### config.mk
export PLATFORM = sky130hd
export DESIGN_NAME = plr_seq
export DESIGN_NICKNAME = d
export VERILOG_FILES = /design/src/design/plr_pkg.sv /design/src/design/plr_seq.sv
export SDC_FILE = /design/constraint.sdc
export NUM_CORES = 1
export LEC_CHECK = 0
export ABC_AREA = 1
export BUFFER_PORTS_ARGS = -buffer_cell sky130_fd_sc_hd__buf_2
export CAP_MARGIN = 25
export CELL_PAD_IN_SITES_DETAIL_PLACEMENT = 2
export CELL_PAD_IN_SITES_GLOBAL_PLACEMENT = 2
export CORE_ASPECT_RATIO = 1.5
export CORE_UTILIZATION = 29
export CTS_CLUSTER_SIZE = 28
export DETAILED_ROUTE_END_ITERATION = 16
export PLACE_DENSITY_LB_ADDON = 0.1
export SYNTH_ARGS = -nofsm -noshare
export SYNTH_HDL_FRONTEND = slang
export SYNTH_SLANG_ARGS = --single-unit
### constraint.sdc
create_clock -name clk -period 2.8 [get_ports clk]
set_clock_uncertainty 0.2 [all_clocks]
set_input_delay 0.14 -clock clk [delete_from_list [all_inputs] [get_ports clk]]
set_output_delay 0.14 -clock clk [all_outputs]
set_load 0.02 [all_outputs]
### src/design/plr_pkg.sv
// ----------------------------------------------------------------------------
// Positional list package
// Request and status codes, sequencer states and the result word layout
// shared by the positional list modules.
// ----------------------------------------------------------------------------
`default_nettype none

package plr_pkg;

  localparam int POS_W  = 11;  // width of a request position
  localparam int VAL_W  = 32;  // width of a request value and a removed value
  localparam int LEN_W  = 11;  // width of the reported list length
  localparam int STAT_W = 2;

  // Request kinds carried on the input side band.
  localparam logic REQ_INSERT = 1'b0;
  localparam logic REQ_DELETE = 1'b1;

  typedef enum logic [STAT_W-1:0] {
    STAT_OK    = 2'd0,
    STAT_RANGE = 2'd1,
    STAT_FULL  = 2'd2
  } plr_status_t;

  typedef enum logic [2:0] {
    ST_IDLE,
    ST_SHIFT,
    ST_DRAIN,
    ST_PUT,
    ST_DONE
  } plr_state_t;

  typedef struct packed {
    plr_status_t       status;
    logic [VAL_W-1:0]  removed;
    logic [LEN_W-1:0]  length;
  } plr_res_t;

endpackage

`default_nettype wire

### src/design/plr_seq.sv
// ----------------------------------------------------------------------------
// Positional list sequencer
// Checks each request, keeps the entry count and walks the memory one entry
// per cycle to open or close a gap, with the write trailing the read.
// ----------------------------------------------------------------------------
`default_nettype none

module plr_seq #(
  parameter int CAPACITY   = 1024,
  parameter int ELEM_WIDTH = 32,
  localparam int AW = $clog2(CAPACITY),
  localparam int CW = $clog2(CAPACITY + 1)
) (
  input  wire logic                          clk,
  input  wire logic                          rst,
  input  wire logic                          req_valid,
  output logic                               req_ready,
  input  wire logic                          req_kind,
  input  wire logic [plr_pkg::POS_W-1:0]     req_position,
  input  wire logic [plr_pkg::VAL_W-1:0]     req_value,
  output logic                               res_valid,
  input  wire logic                          res_ready,
  output plr_pkg::plr_res_t                  res,
  output logic                               mem_we,
  output logic      [AW-1:0]                 mem_waddr,
  output logic      [ELEM_WIDTH-1:0]         mem_wdata,
  output logic                               mem_re,
  output logic      [AW-1:0]                 mem_raddr,
  input  wire logic [ELEM_WIDTH-1:0]         mem_rdata
);

  import plr_pkg::*;

  localparam int PW = ((CW > POS_W) ? CW : POS_W) + 1;

  plr_state_t       state, state_next;
  logic [CW-1:0]    count;
  logic             kind;
  logic [AW-1:0]    ins_idx;
  logic [AW-1:0]    rd_ptr;
  logic [AW-1:0]    last_ptr;
  logic             pend_valid;
  logic             pend_first;
  logic [AW-1:0]    pend_addr;
  logic [ELEM_WIDTH-1:0] elem_val;
  plr_status_t      status;
  logic [VAL_W-1:0] removed;

  logic             accept;
  logic [PW-1:0]    pos_ext;
  logic [PW-1:0]    cnt_ext;
  logic             pos_zero;
  logic             ins_bad;
  logic             del_bad;
  logic             full;
  plr_status_t      acc_status;
  logic [POS_W-1:0] pos_m1;
  logic [AW-1:0]    pos_idx;
  logic [CW-1:0]    cnt_m1;
  logic [AW-1:0]    cnt_idx;
  logic             ins_shift;
  logic [63:0]      val64;
  logic [63:0]      rem64;

  // Request check, done in the accepting cycle.
  always_comb begin
    accept   = req_valid && req_ready;
    pos_ext  = PW'(req_position);
    cnt_ext  = PW'(count);
    pos_zero = (req_position == '0);
    ins_bad  = pos_zero || (pos_ext > cnt_ext + PW'(1));
    del_bad  = pos_zero || (pos_ext > cnt_ext);
    full     = (count == CW'(CAPACITY));
    if (req_kind == REQ_DELETE) begin
      acc_status = del_bad ? STAT_RANGE : STAT_OK;
    end else begin
      acc_status = ins_bad ? STAT_RANGE : (full ? STAT_FULL : STAT_OK);
    end
    pos_m1    = req_position - POS_W'(1);
    pos_idx   = AW'(pos_m1);
    cnt_m1    = count - CW'(1);
    cnt_idx   = AW'(cnt_m1);
    ins_shift = (pos_ext <= cnt_ext);
    val64     = {32'd0, req_value};
    rem64     = 64'(mem_rdata);
  end

  always_comb begin
    state_next = state;
    case (state)
      ST_IDLE: begin
        if (accept) begin
          if (acc_status != STAT_OK) begin
            state_next = ST_DONE;
          end else if (req_kind == REQ_DELETE) begin
            state_next = ST_SHIFT;
          end else begin
            state_next = ins_shift ? ST_SHIFT : ST_PUT;
          end
        end
      end
      ST_SHIFT: begin
        if (rd_ptr == last_ptr) begin
          state_next = ST_DRAIN;
        end
      end
      ST_DRAIN: begin
        state_next = (kind == REQ_DELETE) ? ST_DONE : ST_PUT;
      end
      ST_PUT: begin
        state_next = ST_DONE;
      end
      ST_DONE: begin
        if (res_ready) begin
          state_next = ST_IDLE;
        end
      end
      default: begin
        state_next = ST_IDLE;
      end
    endcase
  end

  always_comb begin
    req_ready   = (state == ST_IDLE);
    res_valid   = (state == ST_DONE);
    res.status  = status;
    res.removed = removed;
    res.length  = LEN_W'(count);
    mem_re      = (state == ST_SHIFT);
    mem_raddr   = rd_ptr;
    mem_we      = 1'b0;
    mem_waddr   = pend_addr;
    mem_wdata   = mem_rdata;
    if (state == ST_PUT) begin
      mem_we    = 1'b1;
      mem_waddr = ins_idx;
      mem_wdata = elem_val;
    end else if (pend_valid && !pend_first) begin
      mem_we    = 1'b1;
      mem_waddr = (kind == REQ_DELETE) ? pend_addr - AW'(1) : pend_addr + AW'(1);
    end
  end

  always_ff @(posedge clk) begin
    if (rst) begin
      state      <= ST_IDLE;
      count      <= '0;
      pend_valid <= 1'b0;
    end else begin
      state      <= state_next;
      pend_valid <= (state == ST_SHIFT);
      if (accept && acc_status == STAT_OK) begin
        count <= (req_kind == REQ_DELETE) ? count - CW'(1) : count + CW'(1);
      end
    end
  end

  always_ff @(posedge clk) begin
    pend_addr  <= rd_ptr;
    pend_first <= (state == ST_SHIFT) && (kind == REQ_DELETE) && (rd_ptr == ins_idx);
    if (accept) begin
      kind     <= req_kind;
      ins_idx  <= pos_idx;
      elem_val <= val64[ELEM_WIDTH-1:0];
      status   <= acc_status;
      removed  <= '0;
      rd_ptr   <= (req_kind == REQ_DELETE) ? pos_idx : cnt_idx;
      last_ptr <= (req_kind == REQ_DELETE) ? cnt_idx : pos_idx;
    end else if (state == ST_SHIFT) begin
      rd_ptr <= (kind == REQ_DELETE) ? rd_ptr + AW'(1) : rd_ptr - AW'(1);
    end
    if (pend_valid && pend_first) begin
      removed <= rem64[VAL_W-1:0];
    end
  end

endmodule

`default_nettype wire

==> results_dict.tcl, run 1 <==
set metrics [dict create \
    outcome "complete, but fails checks" \
    violations "negative setup slack" \
    setup_viol 16 \
    endpoint "count[1]" \
    drive_above_1_share_pct 34.7 \
    syn_nets 939 \
    fin_util_pct 44.8 \
    tightest_slew_ps 498 \
    dieArea_mm2 0.0253 \
    max-clock-path-buffers 2 \
    max_freq_mhz 330 \
    htreeDepth 4 \
    synth_area_mm2 0.00716 \
    r2r-start "count[1]" \
    crit_slowest_cell "dfxtp_4" \
    synth_warnings 0 \
    clockRootBuffer "clkbuf_16" \
    worst-setup-path-type "reg -> reg" \
    p_leak_nw 4.91 \
    finalCritPeriodShare_pct 108 \
    drt_iter0_markers 189 \
    routed_wl_mm 30.4 \
    power_density_mw_per_mm2 1070 \
    rows 70 \
    die_w_um 130 \
    async_flop_share_pct 0 \
    clk_pin_slew_worst_paths_ps 60 \
    overflow 0 \
    hold_viol_final 0 \
    start_util_pct 29.4 \
    dp_hpwl_mm 20.6 \
    cp_max_fo 6 \
    regArea_mm2 0.00345 \
    cts_tree "built" \
    rsz0062_at_grt "yes" \
    grt_max_degree 65 \
    cts_sinks 123 \
    startpoint "count[1]" \
    gp_congestion 0.800 \
    clkLatencyLatePin_ps 430 \
    dr_total_vias 7198 \
    syn_avg_cell_area_um2 8.77 \
    fin_crit_ps 3030 \
    ios 181 \
    syn2layout_area_growth_pct 52.5 \
    drv_slew 0 \
    grt_antenna_before_repair 1 \
    via_per_inst 4.82 \
    drc 0 \
    final_cell_area_mm2 0.0109 \
    fill_cells 2715 \
    detail-route-antenna-nets 0 \
    cap_violations 0 \
    synth_edf_count 97 \
    holdPathStages 3 \
    layout_commonest_cell "buf_2" \
    ys_ff_latch 123 \
    ys_types 50 \
    layout_setup_ws_ps -228 \
    die-height_um 194 \
    setup_tns_ps -2460 \
    place_area_mm2 0.00879 \
    ir_worst_vdd_mv 0.557 \
    track_usage_pct 24.4 \
    worstSetupEndpointType "register" \
    cp.required_ps 2950 \
    relSlewSlack_pct 66.7 \
    synthCells 816 \
    r2r_setup_slack_ps -230 \
    cp-start-kind "register" \
    ys_seq_area_share_pct 48.0 \
    numCtsBuffers 17 \
    worst_ep_arrival_time_ps 3180 \
    final_cell_mix "buf_2 (176), nand2_1 (145), inv_1 (107)" \
    grt_pass1_wl_mm 45.8 \
    numPortBuffers 180 \
    core_mm2 0.0243 \
    timing.hold.ws_ps 10.0 \
    r2r_end "count[1]" \
    max_stage_delay_ps 380 \
    p_total_mw 11.7 \
    wl_per_cell_um 20.3 \
    final_nets 1278 \
    multi_input_area_mm2 0.00361 \
    synthFlopType "edfxtp_1" \
    hp-class "in -> reg" \
    grt_pass1_vias 8081 \
    worstRegToRegCells 17 \
    crit_chain "ha_4 -> nand4_1 -> nor2_2 -> xor2_1 -> inv_1 -> ha_4 -> and3_4 -> nand2_2 -> nor2_2 -> nor2_4 -> nand2_2 -> nand2_4 -> nand3_4 -> nor2_4 -> buf_8 -> o21ai_4 -> a21oi_2" \
    dr.pass1.iters 4 \
]
==> logic make-up after synthesis <==
family / synth area share (%)
adders and majority gates: 7.73
xor gates and xnor gates: 5.14
DFF: 48.0
AOI/OAI and AO/OA: 11.4
and+or+nand+nor: 19.7
buffers and inverters: 8.02
==> metal layers <==
layer  global-route usage [%]  part of all wire (%)  vias up
li1                         -                     -     3414
met1                     23.5                    35     3593
met2                     49.8                    59      149
met3                     3.85                   3.2       42
met4                     8.57                   2.8        0
met5                        0                     0        -
==> state kept, by name, indices dropped and copies added, names as in the netlist <==
register and flops:
last_ptr 10, ins_idx 10, removed 32, mem_raddr 10
kind 1, elem_val 32, status 2, pend_first 1
pend_valid 1, count 11, state 3, pend_addr 10
==> worst min path at each step <==
stage,from,endpoint,slack [ps]
after floorplan,rst,count[0],2
after global placement,req_value[10],elem_val[10],120
after detailed placement,req_value[20],elem_val[20],120
after CTS,rst,count[0],-190
after global routing,req_position[2],ins_idx[2],40
final,req_position[2],ins_idx[2],10
==> where the power goes <==
| part | switching (mW) | internal, mW |
|---|---|---|
| Combinational | 3.70 | 2.38 |
| Sequential | 0.432 | 2.76 |
| Clock | 0.913 | 1.49 |
==> area by class of cell <==
| cell class | instances | area share [%] |
|---|---|---|
| inverter | 118 | 4.19 |
| clock inverter | 15 | 1.81 |
| clock buffer | 17 | 3.90 |
| timing repair buffer | 343 | 21.7 |
| multi-input combinational | 552 | 33.1 |
| tap | 324 | 3.71 |
| antenna | 1 | 0.0229 |
| sequential | 123 | 31.6 |
==> worst max-delay path: cells and delay by family (launching register included) <==
| kind | cells | cell delay, ps |
|---|---|---|
| AND/OR/NAND/NOR | 10 | 1310 |
| adder cells (fa/ha/maj) | 2 | 370 |
| buffers and inverters | 2 | 280 |
| XOR/XNOR | 1 | 200 |
| AO/OA/AOI/OAI | 2 | 210 |
| flip-flops | 1 | 380 |
==> cell usage after synthesis (3+ instances only) <==
master	number	share of area [%]
o21ai_1	12	0.84
buf_2	3	0.21
dfxtp_1	26	7.3
nor2_1	82	4.3
clkbuf_1	15	0.79
ha_1	41	7.2
xor2_1	23	2.8
nor3_1	20	1.4
o21ai_0	74	5.2
edfxtp_1	97	41
inv_1	114	6.0
nor2_2	5	0.44
nand4_1	9	0.79
o221ai_1	4	0.49
o22ai_1	3	0.26
a21o_1	4	0.42
nand2_1	156	8.2
xnor2_1	19	2.3
o211ai_1	6	0.63
nand3_1	28	2.0
a21oi_1	31	2.2
==> repair_timing <==
action                                  in CTS  in global routing
endpoints found under the setup margin      19                 55
setup buffers                               25                 15
gates resized for setup                     71                 64
cloned                                       2                  0
pin swaps                                   16                 46
hold buffers                                69                  1
endpoints found under the hold margin       74                  4
==> metrics by stage <==
stage | setup WS, ps | instances
after global routing | -426 | 1493
after CTS | -117 | 1481
after detailed placement | -221 | 1354
after global placement | -147 | 1354
after floorplan | 3.07 | 816
final | -228 | 1493
Note: power is estimated with default switching activity, not from simulation.
==> run 2, diff against run 1 <==
ABC_AREA = 0   (was 1)
CORE_UTILIZATION = 30   (was 29)
==> run 2 against run 1 <==
  * The flow still finishes with violations (negative setup slack)
  * Hold slack better by 55 ps
  * Non-clock buffer count up 15
  * Critical path type unchanged
  * Synthesized area down 0.30%
  * Via count down 2.9%
  * Synthesized cell count down 12%
  * Routed wire length up 0.64%
  * Utilization up 2.2 points
  * Clock power down 7%
  * Cell count down 7.0%
==> results_dict.tcl, run 2 <==
set metrics [dict create \
    p_total_mw 8.66 \
    gp_congestion 0.889 \
    grtUsageMet3_pct 3.89 \
    finalCritPeriodShare_pct 123 \
    syn_nets 840 \
    synth_edf_count 97 \
    drive_above_1_share_pct 37.0 \
    dieArea_mm2 0.0244 \
    worstSetupEndpointType "register" \
    overflow 0 \
    final_cell_mix "buf_2 (175), nand2_1 (126), edfxtp_1 (97)" \
    ir_worst_vdd_mv 0.404 \
    grt_max_degree 64 \
    fill_cells 2481 \
    syn_avg_cell_area_um2 9.95 \
    async_flop_share_pct 0 \
    multi_input_area_mm2 0.00382 \
    ys_ff_latch 123 \
    rsz0062_at_grt "yes" \
    hp-class "in -> reg" \
    hold_viol_final 0 \
    worst-setup-path-type "reg -> reg" \
    routed_wl_mm 30.6 \
    detail-route-antenna-nets 0 \
    crit_chain "inv_4 -> nor4_4 -> nand4_2 -> xnor2_1 -> ha_1 -> a21o_1 -> a21oi_2 -> or3b_4 -> o221ai_4 -> nand4_4 -> a211oi_2 -> mux2_4" \
    rows 68 \
    cp_max_fo 5 \
    relSlewSlack_pct 67.7 \
    drt_iter0_markers 238 \
    synthCells 717 \
    tightest_slew_ps 484 \
    violations "negative setup slack" \
    yosys-top-cells-count "nand2_1 (129), edfxtp_1 (97), nor2_1 (47), xnor2_1 (44), ha_1 (41)" \
    clk_pin_slew_worst_paths_ps 60 \
    numCtsBuffers 17 \
    layout_commonest_cell "buf_2" \
    synthFlopType "edfxtp_1" \
    crit_slowest_cell "or3b_4" \
    via_per_inst 5.03 \
    worst_ep_arrival_time_ps 3570 \
    synth.area.top_cells "edfxtp_1 (41%), dfxtp_1 (7.3%), ha_1 (7.2%)" \
    dr_total_vias 6990 \
    ys_seq_area_share_pct 48.1 \
    cts_sinks 123 \
    clkLatencyLatePin_ps 430 \
    use_met2_pct 51.0 \
    max_freq_mhz 289 \
    cp.required_ps 2910 \
    final_nets 1184 \
    netlist.area_leader.share_pct 40.8 \
    synth_most_common_cell "nand2_1" \
    regArea_mm2 0.00345 \
    ios 181 \
    clockRootBuffer "clkbuf_16" \
    crit_buf_inv 1 \
    max-clock-path-buffers 2 \
    drv_slew 0 \
    core_mm2 0.0231 \
    top_regs "elem_val: 32 flops, removed: 32 flops, count: 11 flops" \
    track_usage_pct 25.5 \
    start_util_pct 30.8 \
    syn2layout_area_growth_pct 52.4 \
    wl_per_cell_um 22.0 \
    diodes 0 \
    ys_types 61 \
    place_area_mm2 0.00903 \
    drc 0 \
    setup_viol 21 \
    outcome "complete, but fails checks" \
    synth.largest_area_cell "edfxtp_1" \
    power_density_mw_per_mm2 797 \
    synth_area_mm2 0.00714 \
    cpLargestDelayFamily "simple AND/OR/NAND/NOR gates" \
    layout_setup_ws_ps -658 \
    die_w_um 128 \
    grt_pass1_wl_mm 46.0 \
    use_met1_pct 23.4 \
    numPortBuffers 180 \
    die-height_um 191 \
    final_cell_area_mm2 0.0109 \
    fin_crit_ps 3460 \
    dp_hpwl_mm 21.6 \
    grt_pass1_vias 8024 \
    max_stage_delay_ps 410 \
    top_usage_layer "met2" \
    htreeDepth 4 \
    synth_warnings 0 \
    dr.pass1.iters 4 \
    p_leak_nw 4.80 \
    grt_antenna_before_repair 1 \
    cap_violations 0 \
    cp-start-kind "register" \
    cts_tree "built" \
]
## run 2: through the flow
| step | TNS [ps] | setup slack (ps) | cells | hold slack (ps) | utilization, % |
|---|---|---|---|---|---|
| CTS | -9210 | -615 | 1382 | 59.5 | 46.1 |
| global placement | -7790 | -588 | 1264 | 118 | 39.0 |
| floorplan | -8600 | -545 | 717 | 38.9 | - |
| finish | -9800 | -658 | 1389 | 65.5 | 47.0 |
| detailed placement | -9850 | -721 | 1264 | 118 | 39.0 |
| global route | -12740 | -794 | 1389 | 94.7 | 47.0 |
## run 2: repair_timing
item,4_1_cts,5_1_grt
hold endpoints to repair,78,0
pin swaps,25,26
cloned,0,0
setup buffers,9,10
gates resized for setup,47,36
hold buffers,77,0
endpoints found under the setup margin,23,44
## run 2: layer usage
| metal | wire length, um | vias up | part of all wire [%] |
|---|---|---|---|
| li1 | - | 3254 | - |
| met1 | 10200 | 3478 | 33 |
| met2 | 17500 | 186 | 57 |
| met3 | 1010 | 70 | 3.3 |
| met4 | 1810 | 2 | 5.9 |
| met5 | 9 | - | 0.029 |
## run 2: power breakdown
part / internal [mW] / leakage, nW / total [mW] / switching [mW]
sequential: 2.42 / 1.16 / 2.69 / 0.267
combinational: 1.64 / 3.37 / 3.75 / 2.10
clock: 1.41 / 0.280 / 2.23 / 0.820
## run 2: final timing paths
kind | startpoint | end | slack (ps) | depth (start not counted)
worst max-delay path | count[3] | count[2] | -660 | 12
worst min-delay path | req_kind | count[10] | 70 | 3
worst max register to register | count[3] | count[2] | -660 | 12
worst min register to register | mem_raddr[9] | pend_addr[9] | 320 | 0
## run 2: final cells by class
type / instances / share of cell area [%]
multi-input cells: 531 / 35.1
flip-flops and latches: 123 / 31.8
clock inverters: 9 / 1.10
repair buffers: 358 / 23.1
inverters: 30 / 1.14
well taps: 315 / 3.62
clock buffers: 23 / 4.21
## run 2: kinds of logic after synthesis
family,Yosys count,share of synthesized area [%]
AOI/OAI and AO/OA,113,10.2
xor gates and xnor gates,58,7.12
adders and majority gates,43,7.75
buffers and inverters,63,3.59
DFF,123,48.1
muxes,19,2.96
and+or+nand+nor,298,20.3
## run 2: worst min-delay path: stages
cell and delay (ps):
buf_2 190, a221oi_2 90, o31ai_1 230
==> run 3, diff against run 2 <==
RECOVER_POWER = 50   (was default)
==> run 3 against run 2 <==
  * The flow finishes with violations (max-capacitance violations, max-slew violations, negative setup slack)
  * Die area unchanged
  * Worst setup slack worse by 5.5 ps
  * Sequential power about the same
  * Count of clock-buffer cells in the layout unchanged
  * Flip-flop and latch count unchanged
  * Non-clock buffer count unchanged
  * Cell count unchanged
  * Via count shrank 0.26%
  * Routed wire length grew 0.23%
  * Highest routed layer unchanged
==> results_dict.tcl, run 3 (same netlist as run 2, synthesis figures left out) <==
set metrics [dict create \
    grt_antenna_before_repair 1 \
    final_cells 1389 \
    max_stage_delay_ps 410 \
    cp.required_ps 2910 \
    clk_pin_slew_worst_paths_ps 60 \
    rsz0062_at_grt "yes" \
    layout_commonest_cell "nand2_1" \
    fin_crit_ps 3460 \
    clkLatencyLatePin_ps 430 \
    syn2layout_area_growth_pct 50.7 \
    start_util_pct 30.8 \
    violations "max-capacitance violations, max-slew violations, negative setup slack" \
    crit_chain "inv_4 -> nor4_4 -> nand4_2 -> xnor2_1 -> ha_1 -> a21o_1 -> a21oi_2 -> or3b_4 -> o221ai_4 -> nand4_4 -> a211oi_2 -> mux2_4" \
    outcome "complete, but fails checks" \
    drc 0 \
    cts_tree "built" \
    rows 68 \
    core_mm2 0.0231 \
    diodes 0 \
    crit_slowest_cell "or3b_4" \
    detail-route-antenna-nets 0 \
    dieArea_mm2 0.0244 \
    drv_slew 39 \
    cap_violations 1 \
    worstSetupEndpointType "register" \
    max-clock-path-buffers 2 \
    grt_pass1_vias 8024 \
    final_nets 1184 \
    clockRootBuffer "clkbuf_16" \
    routed_wl_mm 30.6 \
    dr.pass1.iters 4 \
    power_density_mw_per_mm2 800 \
    finalCritPeriodShare_pct 124 \
    top_regs "elem_val: 32 flops, removed: 32 flops, count: 11 flops" \
    dp_hpwl_mm 21.6 \
    crit_buf_inv 1 \
    wl_per_cell_um 22.1 \
    cp_max_fo 5 \
    ir_worst_vdd_mv 0.406 \
    layout_setup_ws_ps -664 \
    grt_max_degree 64 \
    worst_ep_arrival_time_ps 3580 \
    r2r-start "count[3]" \
    hp-class "in -> reg" \
    fin_util_pct 46.5 \
    drt_iter0_markers 226 \
    htreeDepth 4 \
    gp_congestion 0.889 \
    place_inst 1264 \
    die-height_um 191 \
    worst-setup-path-type "reg -> reg" \
    cpLargestDelayFamily "simple AND/OR/NAND/NOR gates" \
    overflow 0 \
    hold_viol_final 0 \
    max_freq_mhz 289 \
    numCtsBuffers 17 \
    tightest_slew_ps 1860 \
    relSlewSlack_pct -24.1 \
    grt_pass1_wl_mm 46.0 \
    cp-start-kind "register" \
    die_w_um 128 \
    via_per_inst 5.02 \
    drive_above_1_share_pct 30.5 \
    cts_sinks 123 \
    ios 181 \
    numPortBuffers 180 \
    track_usage_pct 25.5 \
    setup_viol 22 \
    dr_total_vias 6972 \
    p_total_mw 8.61 \
    final_cell_mix "nand2_1 (126), buf_2 (114), edfxtp_1 (97)" \
    startpoint "count[3]" \
    hp-start "req_position[6]" \
    p_leak_nw 4.58 \
]
[run 3: cell types whose count changed in the layout (fill, tap and decap cells not counted), sizes merged]
cell,change
clkbuf,+69
buf,-69
[run 3: through the flow]
| step | hold slack, ps | setup TNS (ps) | area (um2) | setup slack (ps) |
|---|---|---|---|---|
| 2_1_floorplan | 38.9 | -8600 | 7220 | -545 |
| 3_3_place_gp | 118 | -7790 | 9030 | -588 |
| 3_5_place_dp | 118 | -9850 | 9030 | -721 |
| 4_1_cts | 59.5 | -9210 | 10700 | -615 |
| 5_1_grt | 129 | -13420 | 10800 | -794 |
| 6_report | 99.0 | -10330 | 10800 | -664 |
[run 3: routing by layer]
metal	up-vias	share of wire [%]	track usage, %
met2	184	57	51.0
met3	72	3.4	3.89
met1	3461	34	23.4
met5	-	0.029	0
li1	3253	-	-
met4	2	5.9	16.4
[run 3: layout make-up]
type                       count  area [um2]
fill                        2529       12400
multi-input combinational    531        3810
sequential                   123        3450
timing repair buffer         358        2390
clock buffer                  23         458
tap                          315         394
inverter                      30         124
clock inverter                 9         120
[run 3: path summary, 6_finish.rpt]
kind                        to  slack [ps]  depth (start not counted)
setup / recovery      count[2]        -660                         12
hold reg to reg   pend_addr[6]         320                          0
hold / removal      ins_idx[7]         100                          3
setup reg to reg      count[2]        -660                         12
[run 3: worst reg2reg max path: cells and delay by family (launching register included)]
family / cells / cell delay (ps)
xor+xnor: 1 / 160
compound gates: 4 / 850
flops: 1 / 360
fa+ha+maj: 1 / 290
buf+inv: 1 / 40
simple gates: 4 / 1130
mux: 1 / 320
[run 3: where the power goes]
part	total, mW	internal (mW)	switching, mW
Sequential	2.69	2.42	0.271
Clock	2.24	1.41	0.824
Combinational	3.68	1.57	2.11
Total	8.61	5.41	3.20
[run 3: repair_timing]
action,CTS,global route
setup buffers,9,10
hold buffers,77,0
setup endpoints to repair,23,44
pin swaps,25,26
hold endpoints to repair,78,0
resized for setup,47,36
